`src/rtl/ptev_pkg.sv`:
```
// Package: shared types, constants and op codes for the peer table block
package ptev_pkg;

    localparam int TableSizeDefault = 64;
    localparam int KeyW = 32;
    localparam int TimeW = 48;
    localparam int CountW = 32;
    localparam int SlotW = 6;

    localparam logic [1:0] ST_ACTIVE  = 2'd0;
    localparam logic [1:0] ST_DROPPED = 2'd1;
    localparam logic [1:0] ST_GONE    = 2'd2;

    typedef enum logic [2:0] {
        OP_UP      = 3'd0,
        OP_INTEREST = 3'd1,
        OP_DOWN    = 3'd2,
        OP_BEGIN   = 3'd3,
        OP_REFRESH = 3'd4,
        OP_END     = 3'd5,
        OP_READ    = 3'd6,
        OP_NONE    = 3'd7
    } op_t;

    typedef struct packed {
        logic [2:0]       op;
        logic [KeyW-1:0]  peer_key;
        logic [TimeW-1:0] now_ms;
        logic             peer_is_dropped;
        logic [5:0]       read_index;
    } item_t;

    typedef struct packed {
        logic [SlotW-1:0]  slot_index;
        logic              hit;
        logic              slot_used;
        logic [KeyW-1:0]   slot_key;
        logic [1:0]        peer_state;
        logic [CountW-1:0] update_count;
        logic [TimeW-1:0]  alloc_time;
        logic [TimeW-1:0]  touch_time;
        logic [TimeW-1:0]  down_time;
    } result_t;

    // One stored record in the record RAM (valid and seen live in flops)
    typedef struct packed {
        logic [KeyW-1:0]   key;
        logic [1:0]        status;
        logic [CountW-1:0] count;
        logic [TimeW-1:0]  first;
        logic [TimeW-1:0]  last;
        logic [TimeW-1:0]  down;
    } rec_t;

    localparam int RecW = $bits(rec_t);

    // Controller to datapath commands
    typedef struct packed {
        logic clr_scan;    // reset scan index and search results
        logic scan_step;   // evaluate RAM output of current index, advance
        logic rd_issue;    // issue RAM read at the next scan index (slot 0 on clear)
        logic rd_cur;      // issue RAM read at the current scan index
        logic rd_sel;      // issue RAM read at chosen slot (at the read index for a read)
        logic clr_seen;    // clear all seen marks
        logic write_rec;   // write updated record to chosen slot
        logic end_step;    // apply gone marking to RAM output of scan index
        logic emit;        // present result
        logic emit_zero;   // present all-zero result
    } cmd_t;

    // Datapath to controller status
    typedef struct packed {
        logic scan_last;   // the scan index is the last slot
        logic found;       // lookup hit
    } stat_t;

endpackage

```
`src/rtl/ptev_ctrl.sv`:
```
// Controller state machine for the peer table block
module ptev_ctrl import ptev_pkg::*; (
    input  logic  clk,
    input  logic  rst_n,
    input  logic  start,
    input  logic  [2:0] op,
    input  stat_t stat,
    output logic  busy,
    output cmd_t  cmd
);
    typedef enum logic [8:0] {
        S_IDLE  = 9'b000000001,
        S_SCAN  = 9'b000000010,
        S_RDSEL = 9'b000000100,
        S_WAIT  = 9'b000001000,
        S_WRITE = 9'b000010000,
        S_EMIT  = 9'b000100000,
        S_ENDSC = 9'b001000000,
        S_ZERO  = 9'b010000000,
        S_ENDRD = 9'b100000000
    } state_t;

    state_t state_reg, state_next;
    logic [2:0] op_reg, op_next;

    always_ff @(posedge clk or negedge rst_n)
    begin
        if (!rst_n)
        begin
            state_reg <= S_IDLE;
            op_reg    <= OP_NONE;
        end
        else
        begin
            state_reg <= state_next;
            op_reg    <= op_next;
        end
    end

    assign busy = (state_reg != S_IDLE);

    // Up/refresh: scan all slots, read chosen slot, write back, show result
    always_comb
    begin
        state_next = state_reg;
        op_next    = op_reg;
        cmd        = '0;
        case (state_reg)
            S_IDLE:
            begin
                if (start)
                begin
                    op_next = op;
                    cmd.clr_scan = 1'b1;
                    case (op)
                        OP_UP, OP_INTEREST, OP_DOWN, OP_REFRESH, OP_END:
                        begin
                            cmd.rd_issue = 1'b1;
                            state_next = (op == OP_END) ? S_ENDSC : S_SCAN;
                        end
                        OP_READ:
                        begin
                            state_next = S_RDSEL;
                        end
                        OP_BEGIN:
                        begin
                            cmd.clr_seen = 1'b1;
                            state_next = S_ZERO;
                        end
                        default:
                        begin
                            state_next = S_ZERO;
                        end
                    endcase
                end
            end
            S_SCAN:
            begin
                cmd.scan_step = 1'b1;
                if (stat.scan_last)
                begin
                    state_next = S_RDSEL;
                end
                else
                begin
                    cmd.rd_issue = 1'b1;
                end
            end
            S_RDSEL:
            begin
                cmd.rd_sel = 1'b1;
                state_next = S_WAIT;
            end
            S_WAIT:
            begin
                if ((op_reg == OP_INTEREST || op_reg == OP_DOWN) && !stat.found)
                begin
                    state_next = S_ZERO;
                end
                else if (op_reg == OP_READ)
                begin
                    state_next = S_EMIT;
                end
                else
                begin
                    state_next = S_WRITE;
                end
            end
            S_WRITE:
            begin
                cmd.write_rec = 1'b1;
                state_next = S_EMIT;
            end
            S_EMIT:
            begin
                cmd.emit = 1'b1;
                state_next = S_IDLE;
            end
            S_ENDSC:
            begin
                cmd.end_step = 1'b1;
                if (stat.scan_last)
                begin
                    state_next = S_ZERO;
                end
                else
                begin
                    state_next = S_ENDRD;
                end
            end
            // Read the next slot once the RAM port is free of the mark write
            S_ENDRD:
            begin
                cmd.rd_cur = 1'b1;
                state_next = S_ENDSC;
            end
            S_ZERO:
            begin
                cmd.emit_zero = 1'b1;
                state_next = S_IDLE;
            end
            default:
            begin
                state_next = S_IDLE;
            end
        endcase
    end
endmodule

```
`config.mk`:
```
export PLATFORM = sky130hd
export DESIGN_NAME = ptev_ctrl
export DESIGN_NICKNAME = d
export VERILOG_FILES = /design/src/rtl/ptev_pkg.sv /design/src/rtl/ptev_ctrl.sv
export SDC_FILE = /design/constraint.sdc
export NUM_CORES = 1
export LEC_CHECK = 0
export BUFFER_PORTS_ARGS = -buffer_cell sky130_fd_sc_hd__buf_2
export CAP_MARGIN = 20
export CORE_UTILIZATION = 50
export CTS_CLUSTER_DIAMETER = 80
export DETAILED_ROUTE_END_ITERATION = 8
export PLACE_DENSITY = 0.83
export SYNTH_ARGS = -nofsm -noshare
export SYNTH_HDL_FRONTEND = slang
export SYNTH_SLANG_ARGS = --single-unit
```
`constraint.sdc`:
```
create_clock -name clk -period 2.56 [get_ports clk]
set_input_delay 0.768 -clock clk [delete_from_list [all_inputs] [get_ports clk]]
set_output_delay 0.768 -clock clk [all_outputs]
set_load 0.01 [all_outputs]
```
# Word level (Yosys, flattened, before mapping)
# Cells that the tools add are included.
# Widths: inputs -> output; s select.
[classes] mux=24 n_eq_ne=21 reduce_logical=7
[op_table] cell="$pmux 9 s7" n=1
[op_table] cell="$mux 9" n=4
[op_table] cell="$pmux 8 s2" n=1
[op_table] cell="$mux 1" n=15
[op_table] cell="$eq 3x3->1 const B" n=4
[op_table] cell="$eq 3x2->1 const B" n=3
[op_table] cell="$eq 9x1->1 const B" n=1
[op_table] cell="$eq 9x2->1 const B" n=1
[op_table] cell="$eq 9x3->1 const B" n=1
[op_table] cell="$eq 9x4->1 const B" n=1
[op_table] cell="$eq 9x5->1 const B" n=1
[op_table] cell="$eq 9x6->1 const B" n=1
[op_table] cell="$eq 9x7->1 const B" n=1
[op_table] cell="$eq 9x8->1 const B" n=1
[op_table] cell="$eq 9x9->1 const B" n=1
[op_table] cell="$ne 9x1->1 const B" n=1
[op_table] cell="$mux 7" n=1
[op_table] cell="$eq 3x1->1 const B" n=2
[op_table] cell="$mux 6" n=1
[op_table] cell="$reduce_or 5->1" n=1
[op_table] cell="$ne 2x2->1 const B" n=2
[op_table] cell="$reduce_and 2->1" n=2
[op_table] cell="$logic_not 3->1" n=1
[op_table] cell="$pmux 1 s2" n=1
[op_table] cell="other kinds (3)" n=3
[word_totals] elab_cells=54 inputBits=8 register_bits=12

# Longest topological paths before layout
# Gate-level depths: netlist (run 1).
[logic_depth] depth_word=5 mapped_depth=5 depth_no_buf=4

# Worst setup path after synthesis (run 1)
# Ideal clock, no wire load.
[synth_path] kind="reg2out" from="register state_reg[5]" to="output port cmd[0] (netlist bit)" stages_incl_launch_ff=5 n_path_buf=1 t_arrival_ns=1.698 path_slack_ns=0.094 cell_sequence="dfrtp_1 -> or3_1 -> clkbuf_1 -> or2_2 -> nor4b_1"
[synth_rtl] item="start, declared" line_no="ptev_ctrl.sv:23" source="state_t state_reg, state_next;"
[synth_rtl] item="start signal, assigned" line_no="ptev_ctrl.sv:35" source="state_reg <= state_next;"
[synth_rtl] item="end, declared" line_no="ptev_ctrl.sv:9" source="output cmd_t cmd"

==> impl_metrics.env, run 1 <==
export IMPL_routedWlPerCell_um=15.6
export IMPL_maxSlewViolCount=0
export IMPL_start_util_pct=54.8
export IMPL_pre_cts_ws_ns=0.144
export IMPL_clk_pin_slew_worst_paths_ns=0.08
export IMPL_cp_data_arrival_time_ns=1.99
export IMPL_stdcell_count=140
export IMPL_power_density_mw_per_mm2=971
export IMPL_finClkSkew_ns=0.00146
export IMPL_nFillCells=99
export IMPL_cts_tree="done"
export IMPL_ys_warnings_count=0
export IMPL_grt_antenna_before_repair=0
export IMPL_synth_async_reset_ratio_pct=100
export IMPL_largest_reg_flops=9
export IMPL_ys_seq_area_share_pct=36.1
export IMPL_grt_max_degree=13
export IMPL_fin_crit_ns=2.76
export IMPL_synth_distinct_cells=44
export IMPL_rrSetupSlack_ns=0.55
export IMPL_dieWidth_um=43.1
export IMPL_grt_pass1_vias=768
export IMPL_dieArea_mm2=0.00186
export IMPL_wl_um=2190
export IMPL_clkLatencyLatePin_ns=0.28
export IMPL_overflow=0
export IMPL_place_inst=121
export IMPL_synth_edf_count=0
export IMPL_io_pins=19
export IMPL_slew_headroom_pct=67.4
export IMPL_worst_slew_pin_slew_ns=0.488
export IMPL_ir_worst_vdd_v=0.000937
export IMPL_crit_path_cell_trace="or4_4, nor3_4, buf_4, and3_4, buf_6"
export IMPL_start_kind="flop"
export IMPL_clock_root_buffer="clkbuf_4"
export IMPL_crit_path_max_fanout=6
export IMPL_dr_pass1_iters=4
export IMPL_hold_buffers=0
export IMPL_vias_per_cell=5.86
export IMPL_critical_path_top_delay_family="simple AND/OR/NAND/NOR gates"
export IMPL_finalSetupViolations=5
export IMPL_port_buffers=18
export IMPL_synthFlopType="dfrtp_1"
export IMPL_worstPathBufferInverterCount=2
export IMPL_hpwl_um=1460
export IMPL_violations="setup timing"
export IMPL_syn_to_final_growth_pct=44.1
export IMPL_min_period_over_period_pct=108
export IMPL_drc_errors=0
export IMPL_num_vias=820
export IMPL_cp_slowest_stage_delay_ns=0.57
export IMPL_layout_common_cells="18 x buf_4, 17 x buf_2, 7 x nor2_1"
export IMPL_finalHoldViolCount=0
export IMPL_cap_violations=0
export IMPL_coreArea_mm2=0.00154
export IMPL_hold_class="in -> async"
export IMPL_leakage_uw=0.000573
export IMPL_cts_max_level=1
export IMPL_drt_iter0_markers=13
export IMPL_syn_avg_cell_area_um2=9.94
export IMPL_ys_seq_elements=12
export IMPL_nets=133
export IMPL_rows=14
export IMPL_cts_sinks=12
export IMPL_max_clock_freq_ghz=0.362
export IMPL_synthesis_nets=93
export IMPL_rsz0062_at_grt="true"
export IMPL_antenna_cells=0
export IMPL_drive_above_1_share_pct=58.9
export IMPL_r2r_cells=5
export IMPL_end_kind="output pin"
export IMPL_die_h_um=43.1
export IMPL_gp_congestion=0.842
export IMPL_cts_path_max_buffers=2
export IMPL_status="complete, but fails checks"
export IMPL_layout_commonest_cell="buf_4"
export IMPL_timing_setup_critical_path_class="reg -> out"
export IMPL_grt_pass1_wl_um=3480
export IMPL_grt_use_total_pct=25.4
export IMPL_cts_buffers=3
export IMPL_ant_nets=0
export IMPL_cp_slowest_cell="or4_4"
export IMPL_cp_data_required_time_ns=1.79
export IMPL_synth_cells=85
export IMPL_path_depth=5
export IMPL_setup_ws_ns=-0.202
export IMPL_syn_area_um2=845
[path summary, 6_finish.rpt]
kind,start,end
worst max-delay path,state_reg[6],cmd[1]
worst min-delay path,rst_n,state_reg[5]
worst max register to register,state_reg[6],state_reg[7]
worst min register to register,op_reg[2],state_reg[5]
max in group asynchronous,rst_n,op_reg[0]
min in group clk,op_reg[2],state_reg[5]
[logic make-up after synthesis]
logic type      after synthesis  share of synthesized area, %
simple gates                 45                          39.0
compound gates               17                          13.0
flops                        12                          36.1
buf+inv                       6                          4.44
mux                           3                          5.33
xor+xnor                      2                          2.07
[routing by layer]
metal | up-vias | share of wire (%) | wire length [µm] | global-route usage, %
li1 | 396 | - | - | -
met2 | 25 | 51 | 1120 | 43.0
met1 | 396 | 44 | 966 | 31.7
met3 | 3 | 3.8 | 84 | 5.96
met5 | - | 0 | 0 | 0
met4 | 0 | 0.82 | 18 | 7.88
[cell usage after synthesis (2+ instances only)]
cell type / number / share of area, %
o21ai_0: 6 / 3.6
nor3b_1: 3 / 2.7
nand4b_1: 2 / 2.1
and3_1: 2 / 1.5
inv_1: 2 / 0.89
nor2b_1: 3 / 2.2
nand2_1: 3 / 1.3
nor3_1: 3 / 1.8
nand2b_1: 2 / 1.5
mux2_4: 3 / 5.3
dfrtp_1: 8 / 24
nor2_1: 8 / 3.6
or3_1: 2 / 1.5
dfstp_2: 4 / 12
and3_2: 2 / 1.8
xor2_1: 2 / 2.1
a21oi_1: 3 / 1.8
[power by group]
group | internal (µW) | total, µW | switching, µW
Clock | 86.6 | 155 | 68.7
Sequential | 268 | 338 | 69.7
Combinational | 380 | 689 | 309
[cell type report]
cell class	count	area, µm²	share of cell area [%]
tap	16	20.0	1.64
inverter	2	7.51	0.617
clock buffer	4	36.3	2.98
sequential	12	310	25.5
multi-input combinational	67	578	47.5
timing repair buffer	39	265	21.8
[repair_timing]
| item | 4_1_cts | 5_1_grt |
|---|---|---|
| resized for setup | 9 | 14 |
| pin swaps | 4 | 7 |
| buffers inserted | 6 | 10 |
| setup endpoints to repair | 8 | 8 |
[metrics by stage]
step                      utilization [%]  instance area (µm²)  hold slack [ns]  setup TNS [ns]  power [µW]
final                                79.0                 1220            0.353          -0.655        1180
after global placement               62.9                  970            0.565               0         803
after global routing                 79.0                 1220            0.358           -1.05        1250
after CTS                            70.4                 1080            0.363          -0.380        1040
after floorplan                         -                  845            0.472               0         684
after detailed placement             62.9                  970            0.589               0         822
Power figures use the tool's default switching activity.
==> run 2, diff against run 1 <==
Settings changed: CORE_UTILIZATION 50 to 30, PLACE_DENSITY 0.83 to 0.57.
==> impl_metrics.env, run 2 (same netlist as run 1, synthesis figures left out) <==
export IMPL_finalHoldViolCount=0
export IMPL_grt_pass1_vias=727
export IMPL_drt_iter0_markers=12
export IMPL_multiInputGateArea_um2=567
export IMPL_grt_max_degree=13
export IMPL_nets=128
export IMPL_overflow=0
export IMPL_min_period_over_period_pct=104
export IMPL_io_pins=19
export IMPL_rrSetupSlack_ns=0.68
export IMPL_r2r_start="state_reg[4]"
export IMPL_port_buffers=18
export IMPL_cp_data_arrival_time_ns=1.89
export IMPL_fin_crit_ns=2.66
export IMPL_clkLatencyLatePin_ns=0.27
export IMPL_max_clock_freq_ghz=0.377
export IMPL_layout_commonest_cell="buf_2"
export IMPL_rsz0062_at_grt="true"
export IMPL_start_util_pct=32.9
export IMPL_antenna_cells=0
export IMPL_cts_max_level=1
export IMPL_start_kind="flop"
export IMPL_rows=18
export IMPL_cts_path_max_buffers=2
export IMPL_cp_slowest_stage_delay_ns=0.57
export IMPL_finalSetupViolations=5
export IMPL_clock_root_buffer="clkbuf_4"
export IMPL_routedWlPerCell_um=14.5
export IMPL_met3_usage_pct=2.46
export IMPL_grt_antenna_before_repair=0
export IMPL_power_total_uw=1140
export IMPL_use_met1_pct=20.8
export IMPL_hold_class="in -> async"
export IMPL_grt_pass1_wl_um=3340
export IMPL_cp_data_required_time_ns=1.79
export IMPL_r2r_end="op_reg[1]"
export IMPL_power_density_mw_per_mm2=969
export IMPL_dieWidth_um=55.1
export IMPL_status="complete, but fails checks"
export IMPL_drive_above_1_share_pct=54.6
export IMPL_grt_use_total_pct=15.9
export IMPL_crit_path_max_fanout=6
export IMPL_cts_tree="done"
export IMPL_coreArea_mm2=0.00257
export IMPL_drc_errors=0
export IMPL_setup_ws_ns=-0.0951
export IMPL_num_vias=794
export IMPL_seq_area_um2=308
export IMPL_cts_buffers=3
export IMPL_hold_buffers=0
export IMPL_clk_pin_slew_worst_paths_ns=0.08
export IMPL_grt_busiest_layer="met2"
export IMPL_violations="setup timing"
export IMPL_crit_path_cell_trace="or4_4, nor3_4, nand4b_1, o21ai_1, buf_2"
export IMPL_cts_sinks=12
export IMPL_cp_slowest_cell="or4_4"
export IMPL_tns_ns=-0.345
export IMPL_timing_setup_critical_path_class="reg -> out"
export IMPL_largest_reg_flops=9
export IMPL_r2r_cells=5
export IMPL_end_kind="output pin"
export IMPL_leakage_uw=0.000549
export IMPL_finClkSkew_ns=0.00476
export IMPL_vias_per_cell=5.33
export IMPL_worst_slew_pin_slew_ns=0.417
export IMPL_dieArea_mm2=0.00303
export IMPL_ir_worst_vdd_v=0.000501
export IMPL_syn_to_final_growth_pct=39.0
export IMPL_wl_um=2160
export IMPL_worstPathBufferInverterCount=1
export IMPL_cap_violations=0
export IMPL_ant_nets=0
export IMPL_nFillCells=278
export IMPL_die_h_um=55.1
export IMPL_use_met2_pct=27.1
export IMPL_dr_pass1_iters=4
export IMPL_gp_congestion=0.757
export IMPL_hpwl_um=1560
export IMPL_maxSlewViolCount=0
export IMPL_critical_path_top_delay_family="simple AND/OR/NAND/NOR gates"
export IMPL_layout_common_cells="18 x buf_2, 14 x buf_4, 8 x nor2_1"
export IMPL_slew_headroom_pct=72.1
[run 2: changes by cell type in the layout (fill, tap and decap cells not counted), moves of 2 or more]
cell     change
dfrtp_2      -2
buf_6        -2
buf_4        -4
dfrtp_1      +2
[run 2: power by group]
group / leakage (µW) / switching [µW] / internal, µW
sequential: 0.000149 / 68.2 / 267
combinational: 0.000378 / 298 / 352
clock: 0.0000210 / 65.3 / 86.4
[run 2: worst max-delay path by stage]
stage            startpoint  endpoint  cells after the start
2_1_floorplan  state_reg[5]    cmd[0]                      4
3_3_place_gp   state_reg[5]    cmd[6]                      4
5_1_grt        state_reg[4]    cmd[7]                      5
3_5_place_dp   state_reg[5]    cmd[6]                      4
6_report       state_reg[4]    cmd[7]                      5
4_1_cts        state_reg[4]    cmd[7]                      5
[run 2: worst register-to-register path, delay by kind of cell (launching register included)]
family        cells  cell delay (ns)
simple gates      3             0.97
flops             1             0.38
buf+inv           1             0.17
mux               1             0.29
[run 2: per-layer routing]
| layer | vias up | wire (µm) | part of all wire [%] |
|---|---|---|---|
| li1 | 389 | - | - |
| met1 | 379 | 1050 | 49 |
| met2 | 24 | 1010 | 47 |
| met3 | 2 | 76 | 3.5 |
| met4 | 0 | 13 | 0.60 |
| met5 | - | 0 | 0 |
[run 2: through the flow]
step / util (%) / cells / hold slack [ns] / setup slack [ns] / area, µm²
floorplan: - / 85 / 0.472 / 0.0945 / 845
global placement: 39.3 / 138 / 0.570 / 0.0636 / 1010
detailed placement: 39.3 / 138 / 0.582 / 0.103 / 1010
CTS: 43.6 / 146 / 0.363 / -0.114 / 1120
global route: 45.7 / 149 / 0.368 / -0.194 / 1170
finish: 45.7 / 149 / 0.359 / -0.0951 / 1170
[run 2: final cells by class]
class | instances | area share (%)
flip-flops and latches | 12 | 26.2
repair buffers | 34 | 18.6
clock buffers | 4 | 3.09
inverters | 2 | 0.640
well taps | 30 | 3.20
multi-input cells | 67 | 48.3
[run 2: repair_timing]
action | 4_1_cts | 5_1_grt
pin swaps | 0 | 2
gates resized for setup | 10 | 7
hold endpoints to repair | 0 | 0
buffers inserted | 4 | 3
setup endpoints to repair | 8 | 9
==> run 3, diff against run 2 <==
Settings changed: PLACE_DENSITY 0.57 to 0.59.
Clock period 2.56 ns to 2.3 ns, I/O delays scaled along.
==> impl_metrics.env, run 3 (same netlist as run 1, synthesis figures left out) <==
export IMPL_pre_cts_ws_ns=0.00460
export IMPL_layout_common_cells="33 x buf_4, 15 x buf_2, 10 x buf_6"
export IMPL_maxSlewViolCount=0
export IMPL_cp_data_arrival_time_ns=1.90
export IMPL_power_density_mw_per_mm2=1080
export IMPL_clock_root_buffer="clkbuf_4"
export IMPL_cts_sinks=12
export IMPL_min_period_over_period_pct=113
export IMPL_grt_antenna_before_repair=0
export IMPL_worst_slew_pin_slew_ns=0.329
export IMPL_cp_data_required_time_ns=1.61
export IMPL_r2r_start="state_reg[7]"
export IMPL_cts_max_level=1
export IMPL_grt_pass1_vias=831
export IMPL_cp_slowest_cell="or4_4"
export IMPL_hpwl_um=1600
export IMPL_wl_um=2690
export IMPL_port_buffers=18
export IMPL_setup_ws_ns=-0.295
export IMPL_finClkSkew_ns=0.00155
export IMPL_ant_nets=0
export IMPL_end_kind="output pin"
export IMPL_finalHoldViolCount=0
export IMPL_start_util_pct=32.9
export IMPL_cts_path_max_buffers=2
export IMPL_grt_max_degree=13
export IMPL_coreArea_mm2=0.00257
export IMPL_violations="setup timing"
export IMPL_cp_slowest_stage_delay_ns=0.55
export IMPL_placed_area_mm2=0.00108
export IMPL_status="complete, but fails checks"
export IMPL_clkLatencyLatePin_ns=0.28
export IMPL_crit_path_max_fanout=4
export IMPL_stdcell_area_mm2=0.00142
export IMPL_critPathLaunch="state_reg[6]"
export IMPL_dr_pass1_iters=4
export IMPL_overflow=0
export IMPL_num_vias=919
export IMPL_dieWidth_um=55.1
export IMPL_crit_path_cell_trace="or4_4, nor3_4, nand4b_1, o21ai_2, buf_2"
export IMPL_cap_violations=0
export IMPL_drive_above_1_share_pct=64.3
export IMPL_max_clock_freq_ghz=0.385
export IMPL_antenna_cells=0
export IMPL_leakage_uw=0.000693
export IMPL_die_h_um=55.1
export IMPL_dieArea_mm2=0.00303
export IMPL_grt_pass1_wl_um=4020
export IMPL_grt_use_total_pct=19.4
export IMPL_hold_slack_ns=0.278
export IMPL_cts_buffers=3
export IMPL_drc_errors=0
export IMPL_routedWlPerCell_um=15.5
export IMPL_drt_iter0_markers=15
export IMPL_gp_congestion=0.863
export IMPL_tns_ns=-1.90
export IMPL_timing_setup_critical_path_class="reg -> out"
export IMPL_start_kind="flop"
export IMPL_rows=18
export IMPL_ir_worst_vdd_v=0.000799
export IMPL_largest_reg_flops=9
export IMPL_finalSetupViolations=11
export IMPL_syn_to_final_growth_pct=67.7
export IMPL_fin_crit_ns=2.59
export IMPL_hold_class="in -> async"
export IMPL_vias_per_cell=5.31
export IMPL_clk_pin_slew_worst_paths_ns=0.08
export IMPL_nets=152
export IMPL_layout_commonest_cell="buf_4"
export IMPL_io_pins=19
export IMPL_slew_headroom_pct=78.0
export IMPL_rsz0062_at_grt="true"
export IMPL_cts_tree="done"
export IMPL_nFillCells=247
run 3: path summary, 6_finish.rpt:
| kind | endpoint | slack [ns] | cells past startpoint |
|---|---|---|---|
| worst min register to register | state_reg[5] | 0.61 | 1 |
| worst min-delay path | state_reg[7] | 0.28 | 1 |
| min in group clk | state_reg[5] | 0.61 | 1 |
| max in group asynchronous | state_reg[0] | 1.75 | 1 |
| worst max-delay path | cmd[7] | -0.29 | 5 |
| worst max register to register | state_reg[7] | 0.09 | 13 |
run 3: critical path: cells and delay by family (launching register included):
| kind | cells | cell delay [ns] |
|---|---|---|
| compound gates | 1 | 0.10 |
| buf+inv | 1 | 0.15 |
| flops | 1 | 0.38 |
| simple gates | 3 | 0.99 |
run 3: layout make-up:
cell class	count	area, µm²	area share, %
clock buffer	4	36.3	2.56
inverter	2	7.51	0.530
multi-input combinational	67	594	42.0
sequential	12	305	21.6
tap	30	37.5	2.65
timing repair buffer	58	435	30.7
run 3: power by group:
part	switching, µW	internal [µW]	total (µW)
Combinational	435	574	1010
Sequential	50.5	295	345
Clock	75.2	96.3	171
run 3: what timing repair did:
item                                   4_1_cts  5_1_grt
endpoints found under the hold margin        0        0
setup buffers                               18       10
setup endpoints to repair                   11       12
pin swaps                                   10       11
gates resized for setup                     19       10
hold buffers                                 0        0
run 3: per-layer routing:
layer  wire length, µm  GRT usage (%)  vias to the layer above
met5                 0              0                        -
met4                43           7.50                        0
met3                78           2.73                        6
met2              1430           34.5                       22
met1              1140           23.2                      452
li1                  -              -                      439
run 3: per-stage QoR:
| stage | cells | util, % | power (µW) |
|---|---|---|---|
| 3_5_place_dp | 146 | 42.1 | 997 |
| 4_1_cts | 166 | 51.8 | 1370 |
| 5_1_grt | 173 | 55.2 | 1620 |
| 2_1_floorplan | 85 | - | 769 |
| 6_report | 173 | 55.2 | 1530 |
| 3_3_place_gp | 146 | 42.1 | 990 |
